<file path="src/sv/mdc_pkg.sv">
// Package: shared types, state codes and command codes of the dispense controller.
package mdc_pkg;
    localparam int MAX_DIGITS = 15;
    localparam int MASS_BITS  = 17;
    localparam int VAL_BITS   = 50;
    localparam int GOAL_BITS  = 32;
    localparam int PRICE_BITS = 20;
    localparam int SETTLE_BITS = 10;
    localparam int PROD_BITS  = 60;   // amount*1000 < 2^60
    localparam int DIV_STEPS  = PROD_BITS;

    localparam logic [2:0] ST_IDLE   = 3'd0;
    localparam logic [2:0] ST_ENTRY  = 3'd1;
    localparam logic [2:0] ST_READY  = 3'd2;
    localparam logic [2:0] ST_DISP   = 3'd3;
    localparam logic [2:0] ST_PAUSED = 3'd4;
    localparam logic [2:0] ST_STOP   = 3'd5;
    localparam logic [2:0] ST_CALIB  = 3'd6;

    localparam logic [2:0] CMD_TICK  = 3'd0;
    localparam logic [2:0] CMD_START = 3'd1;
    localparam logic [2:0] CMD_STOP  = 3'd2;
    localparam logic [2:0] CMD_RSTS  = 3'd3;
    localparam logic [2:0] CMD_RSTL  = 3'd4;
    localparam logic [2:0] CMD_MODE  = 3'd5;
    localparam logic [2:0] CMD_KEY   = 3'd6;

    localparam logic [3:0] KEY_ENTER = 4'd10;
    localparam logic [3:0] KEY_CLEAR = 4'd11;
    localparam logic [3:0] KEY_DIGIT_MAX = 4'd9;

    localparam logic [0:0] REG_PRICE  = 1'd0;
    localparam logic [0:0] REG_SETTLE = 1'd1;

    // Controller to datapath commands.
    typedef struct packed {
        logic step;       // apply one event
        logic div_start;  // load divider
        logic div_step;   // one restoring step
        logic div_done;   // commit quotient, go to ready
    } t_dp_cmd;

    // Datapath to controller status.
    typedef struct packed {
        logic needs_div;  // enter key in entry mode with nonzero amount and price
    } t_dp_sts;
endpackage

</file>
<file path="src/sv/mass_dispense_controller.sv">
// Top level: dispense controller with APB register file, controller and datapath.
// An event item yields its result in the cycle after acceptance; an enter key
// with a nonzero amount and price goes through the 60-step restoring divider first.
// One item at a time: the next item is accepted once the result leaves.
// Reset (i_rst_n low, synchronous): state idle, all registers but the divider's zero,
// price_per_kg 0, settle_ticks 10, output empty.
module mass_dispense_controller (
    input  logic        i_clk,
    input  logic        i_rst_n,
    input  logic        psel,
    input  logic        penable,
    input  logic        pwrite,
    input  logic [2:0]  paddr,
    input  logic [31:0] pwdata,
    output logic [31:0] prdata,
    output logic        pready,
    input  logic        i_in_valid,
    output logic        o_in_stall,
    input  logic [2:0]  i_command,
    input  logic [3:0]  i_key_code,
    input  logic [16:0] i_mass_g,
    input  logic        i_reading_fresh,
    input  logic        i_safety_alarm,
    output logic        o_out_valid,
    input  logic        i_out_stall,
    output logic [2:0]  o_state_code,
    output logic        o_relay_closed,
    output logic        o_monitoring_on,
    output logic [16:0] o_dispensed_g,
    output logic [49:0] o_entry_value,
    output logic [3:0]  o_digit_count,
    output logic [49:0] o_paid_amount,
    output logic [31:0] o_target_g,
    output logic        o_safety_latched,
    output logic        o_calib_key_valid,
    output logic [3:0]  o_calib_key
);
    import mdc_pkg::*;

    logic [19:0] r_price;
    logic [9:0]  r_settle_ticks;
    t_dp_cmd     cmd;
    t_dp_sts     sts;
    logic        wr;

    // Registers: word 0 price per kg, word 1 settle ticks.
    assign pready = 1'b1;
    assign wr = psel && penable && pwrite;

    always_ff @(posedge i_clk) begin
        if (!i_rst_n) begin
            r_price        <= '0;
            r_settle_ticks <= 10'd10;
        end else if (wr && paddr[1:0] == 2'b00) begin
            if (paddr[2] == REG_PRICE)  r_price        <= pwdata[19:0];
            if (paddr[2] == REG_SETTLE) r_settle_ticks <= pwdata[9:0];
        end
    end

    always_comb begin
        prdata = '0;
        if (paddr[1:0] == 2'b00) begin
            if (paddr[2] == REG_PRICE) prdata = {12'b0, r_price};
            else prdata = {22'b0, r_settle_ticks};
        end
    end

    mdc_ctrl u_ctrl (
        .i_clk       (i_clk),
        .i_rst_n     (i_rst_n),
        .i_in_valid  (i_in_valid),
        .o_in_stall  (o_in_stall),
        .i_out_stall (i_out_stall),
        .o_out_valid (o_out_valid),
        .i_sts       (sts),
        .o_cmd       (cmd)
    );

    mdc_dp u_dp (
        .i_clk             (i_clk),
        .i_rst_n           (i_rst_n),
        .i_cmd             (cmd),
        .o_sts             (sts),
        .i_price           (r_price),
        .i_settle          (r_settle_ticks),
        .i_command         (i_command),
        .i_key_code        (i_key_code),
        .i_mass_g          (i_mass_g),
        .i_reading_fresh   (i_reading_fresh),
        .i_safety_alarm    (i_safety_alarm),
        .o_state_code      (o_state_code),
        .o_relay_closed    (o_relay_closed),
        .o_monitoring_on   (o_monitoring_on),
        .o_dispensed_g     (o_dispensed_g),
        .o_entry_value     (o_entry_value),
        .o_digit_count     (o_digit_count),
        .o_paid_amount     (o_paid_amount),
        .o_target_g        (o_target_g),
        .o_safety_latched  (o_safety_latched),
        .o_calib_key_valid (o_calib_key_valid),
        .o_calib_key       (o_calib_key)
    );
endmodule

</file>
<file path="src/sv/mdc_ctrl.sv">
// Controller: sequences event application and the iterative divide.
module mdc_ctrl (
    input  logic             i_clk,
    input  logic             i_rst_n,
    input  logic             i_in_valid,
    output logic             o_in_stall,
    input  logic             i_out_stall,
    output logic             o_out_valid,
    input  mdc_pkg::t_dp_sts i_sts,
    output mdc_pkg::t_dp_cmd o_cmd
);
    import mdc_pkg::*;

    localparam logic [1:0] C_IDLE = 2'd0;
    localparam logic [1:0] C_DIV  = 2'd1;
    localparam logic [1:0] C_OUT  = 2'd2;
    localparam logic [1:0] C_DONE = 2'd3;

    logic [1:0] r_st, n_st;
    logic [5:0] r_cnt, n_cnt;
    logic       acc;

    assign o_in_stall  = (r_st != C_IDLE);
    assign o_out_valid = (r_st == C_OUT);
    assign acc = i_in_valid && (r_st == C_IDLE);

    always_comb begin
        n_st  = r_st;
        n_cnt = r_cnt;
        o_cmd = '0;
        unique case (r_st)
            C_IDLE: begin
                if (acc) begin
                    if (i_sts.needs_div) begin
                        o_cmd.div_start = 1'b1;
                        n_cnt = '0;
                        n_st  = C_DIV;
                    end else begin
                        o_cmd.step = 1'b1;
                        n_st = C_OUT;
                    end
                end
            end
            C_DIV: begin
                o_cmd.div_step = 1'b1;
                n_cnt = r_cnt + 6'd1;
                if (r_cnt == 6'(DIV_STEPS - 1)) begin
                    n_st = C_DONE;
                end
            end
            C_OUT: begin
                if (!i_out_stall) n_st = C_IDLE;
            end
            C_DONE: begin
                // divide finished: commit
                o_cmd.div_done = 1'b1;
                n_st = C_OUT;
            end
        endcase
    end

    always_ff @(posedge i_clk) begin
        if (!i_rst_n) begin
            r_st  <= C_IDLE;
            r_cnt <= '0;
        end else begin
            r_st  <= n_st;
            r_cnt <= n_cnt;
        end
    end
endmodule

</file>
<file path="src/sv/mdc_dp.sv">
// Datapath: controller state registers, entry buffer, divider and result.
module mdc_dp (
    input  logic                  i_clk,
    input  logic                  i_rst_n,
    input  mdc_pkg::t_dp_cmd      i_cmd,
    output mdc_pkg::t_dp_sts      o_sts,
    input  logic [19:0]           i_price,
    input  logic [9:0]            i_settle,
    input  logic [2:0]            i_command,
    input  logic [3:0]            i_key_code,
    input  logic [16:0]           i_mass_g,
    input  logic                  i_reading_fresh,
    input  logic                  i_safety_alarm,
    output logic [2:0]            o_state_code,
    output logic                  o_relay_closed,
    output logic                  o_monitoring_on,
    output logic [16:0]           o_dispensed_g,
    output logic [49:0]           o_entry_value,
    output logic [3:0]            o_digit_count,
    output logic [49:0]           o_paid_amount,
    output logic [31:0]           o_target_g,
    output logic                  o_safety_latched,
    output logic                  o_calib_key_valid,
    output logic [3:0]            o_calib_key
);
    import mdc_pkg::*;

    logic [2:0]  r_mode, n_mode, r_prior, n_prior;
    logic [49:0] r_typed, n_typed, r_acc, n_acc;
    logic [3:0]  r_digits, n_digits;
    logic [31:0] r_goal, n_goal;
    logic [16:0] r_start, n_start, r_carry, n_carry;
    logic        r_armed, n_armed, r_trip, n_trip;
    logic [9:0]  r_settle, n_settle;
    logic [16:0] r_disp, n_disp;
    logic        r_ckv, n_ckv;
    logic [3:0]  r_ck, n_ck;

    // divider
    logic [PROD_BITS-1:0] r_quo;
    logic [20:0]          r_rem;
    logic [20:0]          rem_sh, rem_sub;
    logic [PROD_BITS-1:0] prod;

    logic [16:0] cur_disp;

    function automatic logic [16:0] disp_of(input logic [16:0] st, input logic [16:0] ca,
                                            input logic [16:0] m);
        logic [18:0] d;
        d = {2'b0, st} + {2'b0, ca} - {2'b0, m};
        if (d[18]) disp_of = '0;
        else if (d[17]) disp_of = '1;
        else disp_of = d[16:0];
    endfunction

    assign cur_disp = disp_of(r_start, r_carry, i_mass_g);

    assign o_sts.needs_div = (i_command == CMD_KEY) && (r_mode == ST_ENTRY) &&
                             (i_key_code == KEY_ENTER) && (r_typed != '0) &&
                             (i_price != '0);

    // amount*1000 = amount*1024 - amount*16 - amount*8
    assign prod = ({r_typed, 10'b0}) - ({6'b0, r_typed, 4'b0}) - ({7'b0, r_typed, 3'b0});

    assign rem_sh  = {r_rem[19:0], r_quo[PROD_BITS-1]};
    assign rem_sub = rem_sh - {1'b0, i_price};

    always_ff @(posedge i_clk) begin
        if (i_cmd.div_start) begin
            r_quo <= prod;
            r_rem <= '0;
        end else if (i_cmd.div_step) begin
            if (!rem_sub[20]) begin
                r_rem <= rem_sub;
                r_quo <= {r_quo[PROD_BITS-2:0], 1'b1};
            end else begin
                r_rem <= rem_sh;
                r_quo <= {r_quo[PROD_BITS-2:0], 1'b0};
            end
        end
    end

    // Apply one event, following the nested state entry actions.
    always_comb begin
        logic [2:0] tgt;
        logic       go;
        logic       armed_t;
        logic [9:0] sl;
        n_mode = r_mode; n_prior = r_prior; n_typed = r_typed; n_digits = r_digits;
        n_acc = r_acc; n_goal = r_goal; n_start = r_start; n_carry = r_carry;
        n_armed = r_armed; n_trip = r_trip; n_settle = r_settle;
        n_ckv = 1'b0; n_ck = '0;
        tgt = r_mode; go = 1'b0;
        armed_t = r_armed; sl = r_settle;
        unique case (i_command)
            CMD_TICK: begin
                if (r_mode == ST_DISP) begin
                    if (!r_armed) begin
                        if (sl != '0) sl = sl - 10'd1;
                        if (sl == '0) armed_t = 1'b1;
                    end
                    n_settle = sl;
                    n_armed = armed_t;
                    if ((armed_t && i_safety_alarm) || r_trip) begin
                        go = 1'b1; tgt = ST_STOP;
                    end else if (!i_reading_fresh) begin
                        n_trip = 1'b1; go = 1'b1; tgt = ST_STOP;
                    end else if ({15'b0, cur_disp} >= r_goal) begin
                        go = 1'b1; tgt = ST_IDLE;
                    end
                end
            end
            CMD_START: begin
                if (r_mode == ST_IDLE) begin
                    go = 1'b1; tgt = ST_ENTRY;
                end else if (r_mode == ST_READY || r_mode == ST_PAUSED) begin
                    go = 1'b1; tgt = ST_DISP;
                end
            end
            CMD_STOP: begin
                if (r_mode == ST_DISP) begin go = 1'b1; tgt = ST_PAUSED; end
            end
            CMD_RSTS: begin
                if (r_mode != ST_CALIB) begin go = 1'b1; tgt = ST_IDLE; end
            end
            CMD_RSTL: begin go = 1'b1; tgt = ST_IDLE; end
            CMD_MODE: begin
                if (r_mode == ST_IDLE) begin go = 1'b1; tgt = ST_CALIB; end
                else if (r_mode == ST_CALIB) begin go = 1'b1; tgt = ST_IDLE; end
            end
            CMD_KEY: begin
                if (r_mode == ST_ENTRY) begin
                    if (i_key_code <= KEY_DIGIT_MAX) begin
                        if (r_digits < 4'(MAX_DIGITS)) begin
                            n_typed = {r_typed[46:0], 3'b0} + {r_typed[48:0], 1'b0}
                                      + {46'b0, i_key_code};
                            n_digits = r_digits + 4'd1;
                        end
                    end else if (i_key_code == KEY_ENTER) begin
                        // a nonzero amount with a nonzero price is handled by the divider path
                        n_acc = r_typed;
                        n_typed = '0; n_digits = '0;
                    end else if (i_key_code == KEY_CLEAR) begin
                        n_typed = '0; n_digits = '0;
                    end
                end else if (r_mode == ST_CALIB) begin
                    n_ckv = 1'b1; n_ck = i_key_code;
                end
            end
            default: ;
        endcase

        if (go && tgt != r_mode) begin
            n_prior = r_mode;
            n_mode  = tgt;
            unique case (tgt)
                ST_IDLE: begin n_armed = 1'b0; n_trip = 1'b0; end
                ST_ENTRY: begin
                    n_typed = '0; n_digits = '0; n_acc = '0; n_goal = '0;
                end
                ST_DISP: begin
                    if (!i_reading_fresh) begin
                        n_prior = ST_DISP; n_mode = ST_STOP; n_armed = 1'b0;
                    end else begin
                        if (r_mode != ST_PAUSED) n_carry = '0;
                        n_start = i_mass_g;
                        n_armed = 1'b0;
                        n_settle = i_settle;
                    end
                end
                ST_PAUSED: begin
                    if (r_mode == ST_DISP) begin
                        n_carry = cur_disp;
                        n_start = i_mass_g;
                    end
                    n_armed = 1'b0;
                end
                ST_STOP, ST_CALIB: n_armed = 1'b0;
                default: ;
            endcase
        end

        if (n_mode == ST_DISP || n_mode == ST_PAUSED)
            n_disp = disp_of(n_start, n_carry, i_mass_g);
        else
            n_disp = '0;
    end

    always_ff @(posedge i_clk) begin
        if (!i_rst_n) begin
            r_mode <= ST_IDLE; r_prior <= ST_IDLE; r_typed <= '0; r_digits <= '0;
            r_acc <= '0; r_goal <= '0; r_start <= '0; r_carry <= '0;
            r_armed <= 1'b0; r_settle <= '0; r_trip <= 1'b0;
            r_disp <= '0; r_ckv <= 1'b0; r_ck <= '0;
        end else if (i_cmd.step) begin
            r_mode <= n_mode; r_prior <= n_prior; r_typed <= n_typed;
            r_digits <= n_digits; r_acc <= n_acc; r_goal <= n_goal;
            r_start <= n_start; r_carry <= n_carry; r_armed <= n_armed;
            r_settle <= n_settle; r_trip <= n_trip; r_disp <= n_disp;
            r_ckv <= n_ckv; r_ck <= n_ck;
        end else if (i_cmd.div_start) begin
            r_acc <= r_typed;
            r_ckv <= 1'b0; r_ck <= '0; r_disp <= '0;
        end else if (i_cmd.div_done) begin
            r_goal <= (r_quo[PROD_BITS-1:GOAL_BITS] != '0) ? '1 : r_quo[GOAL_BITS-1:0];
            r_prior <= r_mode;
            r_mode <= ST_READY;
        end
    end

    assign o_state_code      = r_mode;
    assign o_relay_closed    = (r_mode == ST_DISP);
    assign o_monitoring_on   = r_armed;
    assign o_dispensed_g     = r_disp;
    assign o_entry_value     = r_typed;
    assign o_digit_count     = r_digits;
    assign o_paid_amount     = r_acc;
    assign o_target_g        = r_goal;
    assign o_safety_latched  = r_trip;
    assign o_calib_key_valid = r_ckv;
    assign o_calib_key       = r_ck;
endmodule
</file>
<file path="config.mk">
export PLATFORM = sky130hd
export DESIGN_NAME = mass_dispense_controller
export DESIGN_NICKNAME = d
export VERILOG_FILES = /design/src/sv/mdc_pkg.sv /design/src/sv/mass_dispense_controller.sv /design/src/sv/mdc_ctrl.sv /design/src/sv/mdc_dp.sv
export SDC_FILE = /design/constraint.sdc
export NUM_CORES = 2
export LEC_CHECK = 0
export ABC_AREA = 1
export BUFFER_PORTS_ARGS = -buffer_cell sky130_fd_sc_hd__buf_4
export CORE_MARGIN = 2
export CORE_UTILIZATION = 26
export CTS_BUF_LIST = sky130_fd_sc_hd__clkbuf_4 sky130_fd_sc_hd__clkbuf_8
export DETAILED_ROUTE_END_ITERATION = 8
export GPL_ROUTABILITY_DRIVEN = 0
export GPL_TIMING_DRIVEN = 0
export PLACE_DENSITY = 0.49
export SETUP_SLACK_MARGIN = 0.05
export SYNTH_ARGS = -nofsm -noshare
export SYNTH_HDL_FRONTEND = slang
export SYNTH_HIERARCHICAL = 1
export SYNTH_SLANG_ARGS = --single-unit
</file>
<file path="constraint.sdc">
create_clock -name i_clk -period 20.6 [get_ports i_clk]
set_input_delay 1.03 -clock i_clk [delete_from_list [all_inputs] [get_ports i_clk]]
set_output_delay 1.03 -clock i_clk [all_outputs]
set_load 0.02 [all_outputs]
</file>
==> impl_results.md <==
- Initial antenna violation count: 2
- First-pass GRT wire length: approximately 180,000 um
- Worst-path fanout max: 10
- Flop-to-flop setup slack: 10,860 ps
- HPWL after DPL: roughly 100,000 um
- H-tree Lvls: 3
- Die Width: 345 um
- GRT Resource Usage Total: 20.0%
- Grt total ovfl: 0
- FF+latch count, synth: between 300 and 400
- Worst Clk Skew: 52.7 ps
- Worst vdd ir: roughly 0.04 mV
- Multi-input gate area: between 15,000 and 20,000 um^2
- Hold buffers post-CTS: 0
- # DRC: 0
- Die height: 345 um
- CP startpoint kind: input port
- Die area: ~120,000 um^2
- Post-synth EDFFs: 60
- Core area: 116,000 um^2
- Setup Fix Bufs, Post-CTS: 0
- First DRT Iteration DRCs: ~2,800
- Number of placement rows: 125
- Vias in the first global route: ~30,000
- Setup CP Type: input port to register
- Largest net degree at the start of global routing: 44
- Power Density: between 60 and 70 nW/um^2
- DR pass1 iterations: 6
- Post-route ant nets: 0
- Yosys top cell area share: 17.5%
- Synth unique cells: 62
- Final Util: 30.7%
- Buf/Inv on CP: 8
- Reg-to-Reg End: u_dp/o_dispensed_g[5]
- PostCTS Resize Cnt: 0
- Worst hold path type: register to register
- DR vias: between 30,000 and 40,000
- WL final: ~120,000 um
- Max-slew headroom: 20.9%
- RSZ-0062 raised after global routing: no
- CTS buffer count: between 60 and 70
- Initial core utilization: between 20% and 30%
- Skew-Pair Late Insertion Delay: ~700 ps
- Hold_sp: u_dp/o_dispensed_g[5]
- Crit path DAT: between 10,000 and 15,000 ps
- Final Max Slew Viols: 0
- Fmax: ~100 MHz
- Hold Fails Final Rpt: 0
- I/O pin count: roughly 270
- Post-synth ARST share: 0%
- Total of warnings raised by yosys: 6
- # setup viols final: 0
- Avg WL per Cell: between 15 and 20 um
- Nets: about 5,300
- Leakage: 16.9 nW
- Synthesis-to-finish area growth: 17.4%
- Vias per cell: between 4 and 5
- TritonCTS clock tree: yes
- Seq. cell area: approximately 7000 um^2
- CTS root buf: clkbuf_8
- Port Buffers: around 240
- Synth area leaders: dfxtp_1 (18%), nand2_1 (14%), ha_1 (10%), inv_1 (7.4%), a21oi_1 (7.4%)
- Tmin final: roughly 10000 ps
- Slew @ Worst Pin: 1160 ps
- Layout cell share with drive strength beyond 1: a little over a tenth
- WHS Path Cells: 2
- Mapped Area: between 30,000 and 40,000 um^2
- Sequential share of the synthesized area: 23.5%
- Sink Count: 325
- WHS Endpoint: u_dp/o_dispensed_g[5]
- Final Cycle Share: a little under half
- Data required time of the critical path: roughly 21,000 ps
- Crit. End Element: register
- Avg Inst Size Synth: between 6 and 7 um^2
- Final setup slack of the worst path: 10,770 ps
- Reg clk slew, reported paths: 60 ps
- Outcome: complete, no violations
- Reg2reg start: u_dp/r_carry[8]
- Fill count: 12,900
- Max cap viols: 0
- Synth top cells by count: nand2_1 (1,124), inv_1 (600), a21oi_1 (446), o21ai_0 (416), nor2_1 (329)
- Worst r2r path cells: just over 50
- Max Root-Sink Buffers: 3
- Worst path max stage delay: 550 ps
- Yosys top cell by area: dfxtp_1
- Slowest stage cell, crit path: fa_1
- Setup TNS: 0 ps
- Synth Instances: approximately 4,600
- CP delay by family, top: compound AO/OA/AOI/OAI gates
- CP dominant cell by count: nand2_1
- Dpl ws: 10,280 ps
- Count leader, synth: nand2_1
- Top_reg_cell synth: dfxtp_1
-- how the worst max path moves through the flow --
stage / slack (ps) / from / cells after the start / endpoint
global route: 10060 / i_mass_g[1] / 56 / u_dp/o_dispensed_g[13]
detailed placement: 10280 / i_mass_g[8] / 52 / u_dp/o_dispensed_g[5]
global placement: 10290 / i_mass_g[8] / 52 / u_dp/o_dispensed_g[5]
floorplan: 12250 / i_mass_g[8] / 54 / u_dp/o_dispensed_g[10]
finish: 10770 / i_mass_g[8] / 51 / u_dp/o_dispensed_g[5]
CTS: 10960 / i_mass_g[8] / 52 / u_dp/o_dispensed_g[5]
-- state kept, by name, summed over array words and instances, names as in the netlist --
name	count
r_settle_ticks	10
u_dp/r_carry	17
u_dp/o_digit_count	4
u_dp/o_calib_key	4
u_dp/o_entry_value	50
u_dp/o_monitoring_on	1
u_dp/r_quo	60
r_price	20
u_dp/o_state_code	3
u_dp/o_target_g	32
u_dp/r_rem	20
u_dp/o_dispensed_g	17
u_dp/r_settle	10
u_ctrl/r_cnt	6
u_dp/o_safety_latched	1
u_ctrl/r_st	2
u_dp/o_paid_amount	50
u_dp/r_start	17
u_dp/o_calib_key_valid	1
-- where the power goes --
| group | total [mW] | switching (mW) | internal (mW) |
|---|---|---|---|
| logic | 0.781 | 0.511 | 0.271 |
| registers | 0.717 | 0.0394 | 0.678 |
| clock network | 0.766 | 0.325 | 0.442 |
-- per-layer routing --
layer | wire length [um] | global-route usage [%] | vias up
met3 | 6360 | 2.29 | 173
met2 | 59300 | 34.6 | 993
li1 | - | - | 15800
met1 | 54100 | 25.9 | 14900
met5 | 0 | 0 | -
met4 | 3520 | 6.39 | 0
-- cells by family after synthesis --
group	synth area share, %
xor+xnor	3.53
fa+ha+maj	15.8
buf+inv	10.8
compound gates	20.2
simple gates	26.2
other cells	0.0248
flops	23.5
-- area by class of cell --
class,count,share of cell area (%)
multi-input cells,3460,56.1
flip-flops and latches,325,20.0
inverters,617,6.51
well taps,1524,5.36
repair buffers,242,5.14
clock buffers,107,3.79
plain buffers,202,2.70
clock inverters,17,0.419
diodes,2,0.0141
-- cell usage in the layout, fill, tap and decap left out, types with 9 or more instances in the layout --
| cell | netlist | layout |
|---|---|---|
| nand2_1 | 1124 | 1124 |
| inv_1 | 600 | 599 |
| a21oi_1 | 446 | 446 |
| o21ai_0 | 416 | 416 |
| nor2_1 | 329 | 329 |
| dfxtp_1 | 265 | 265 |
| buf_4 | 20 | 261 |
| ha_1 | 254 | 254 |
| nand3_1 | 169 | 169 |
| clkbuf_1 | 124 | 124 |
| a31oi_1 | 91 | 91 |
| clkbuf_8 | 0 | 87 |
| fa_1 | 80 | 80 |
| nor3_1 | 69 | 69 |
| nand4_1 | 63 | 63 |
| xor2_1 | 62 | 62 |
| o211ai_1 | 62 | 62 |
| xnor2_1 | 60 | 60 |
| edfxtp_1 | 60 | 60 |
| o21ai_1 | 34 | 34 |
| buf_2 | 32 | 32 |
| or2_2 | 27 | 27 |
| nor4_1 | 22 | 22 |
| clkbuf_4 | 0 | 20 |
| nand3_2 | 18 | 18 |
| inv_2 | 13 | 14 |
| buf_1 | 14 | 14 |
| o21a_1 | 14 | 14 |
| conb_1 | 2 | 13 |
| nand2_2 | 12 | 12 |
| buf_6 | 11 | 11 |
| o21bai_1 | 10 | 10 |
| a21o_1 | 10 | 10 |
| a21boi_0 | 9 | 9 |
-- worst reg2reg max path: cells and delay by family (launching register included) --
kind                       cells  cell delay (ps)
DFF                            1              380
buffers and inverters          8             1470
AOI/OAI and AO/OA             16             3150
adders and majority gates      5             2050
and+or+nand+nor               22             2560
-- through the flow --
| stage | instance area (um^2) | cells | hold WS (ps) | total power, mW |
|---|---|---|---|---|
| final | 35600 | 6496 | 465 | 2.26 |
| after CTS | 35600 | 6494 | 468 | 2.29 |
| after detailed placement | 34100 | 6370 | 459 | 1.50 |
| after global placement | 34000 | 6369 | 458 | 1.50 |
| after global routing | 35600 | 6495 | 480 | 2.41 |
| after floorplan | 30300 | 4604 | 445 | 1.25 |
No activity file was read; power rests on OpenSTA's default activity.
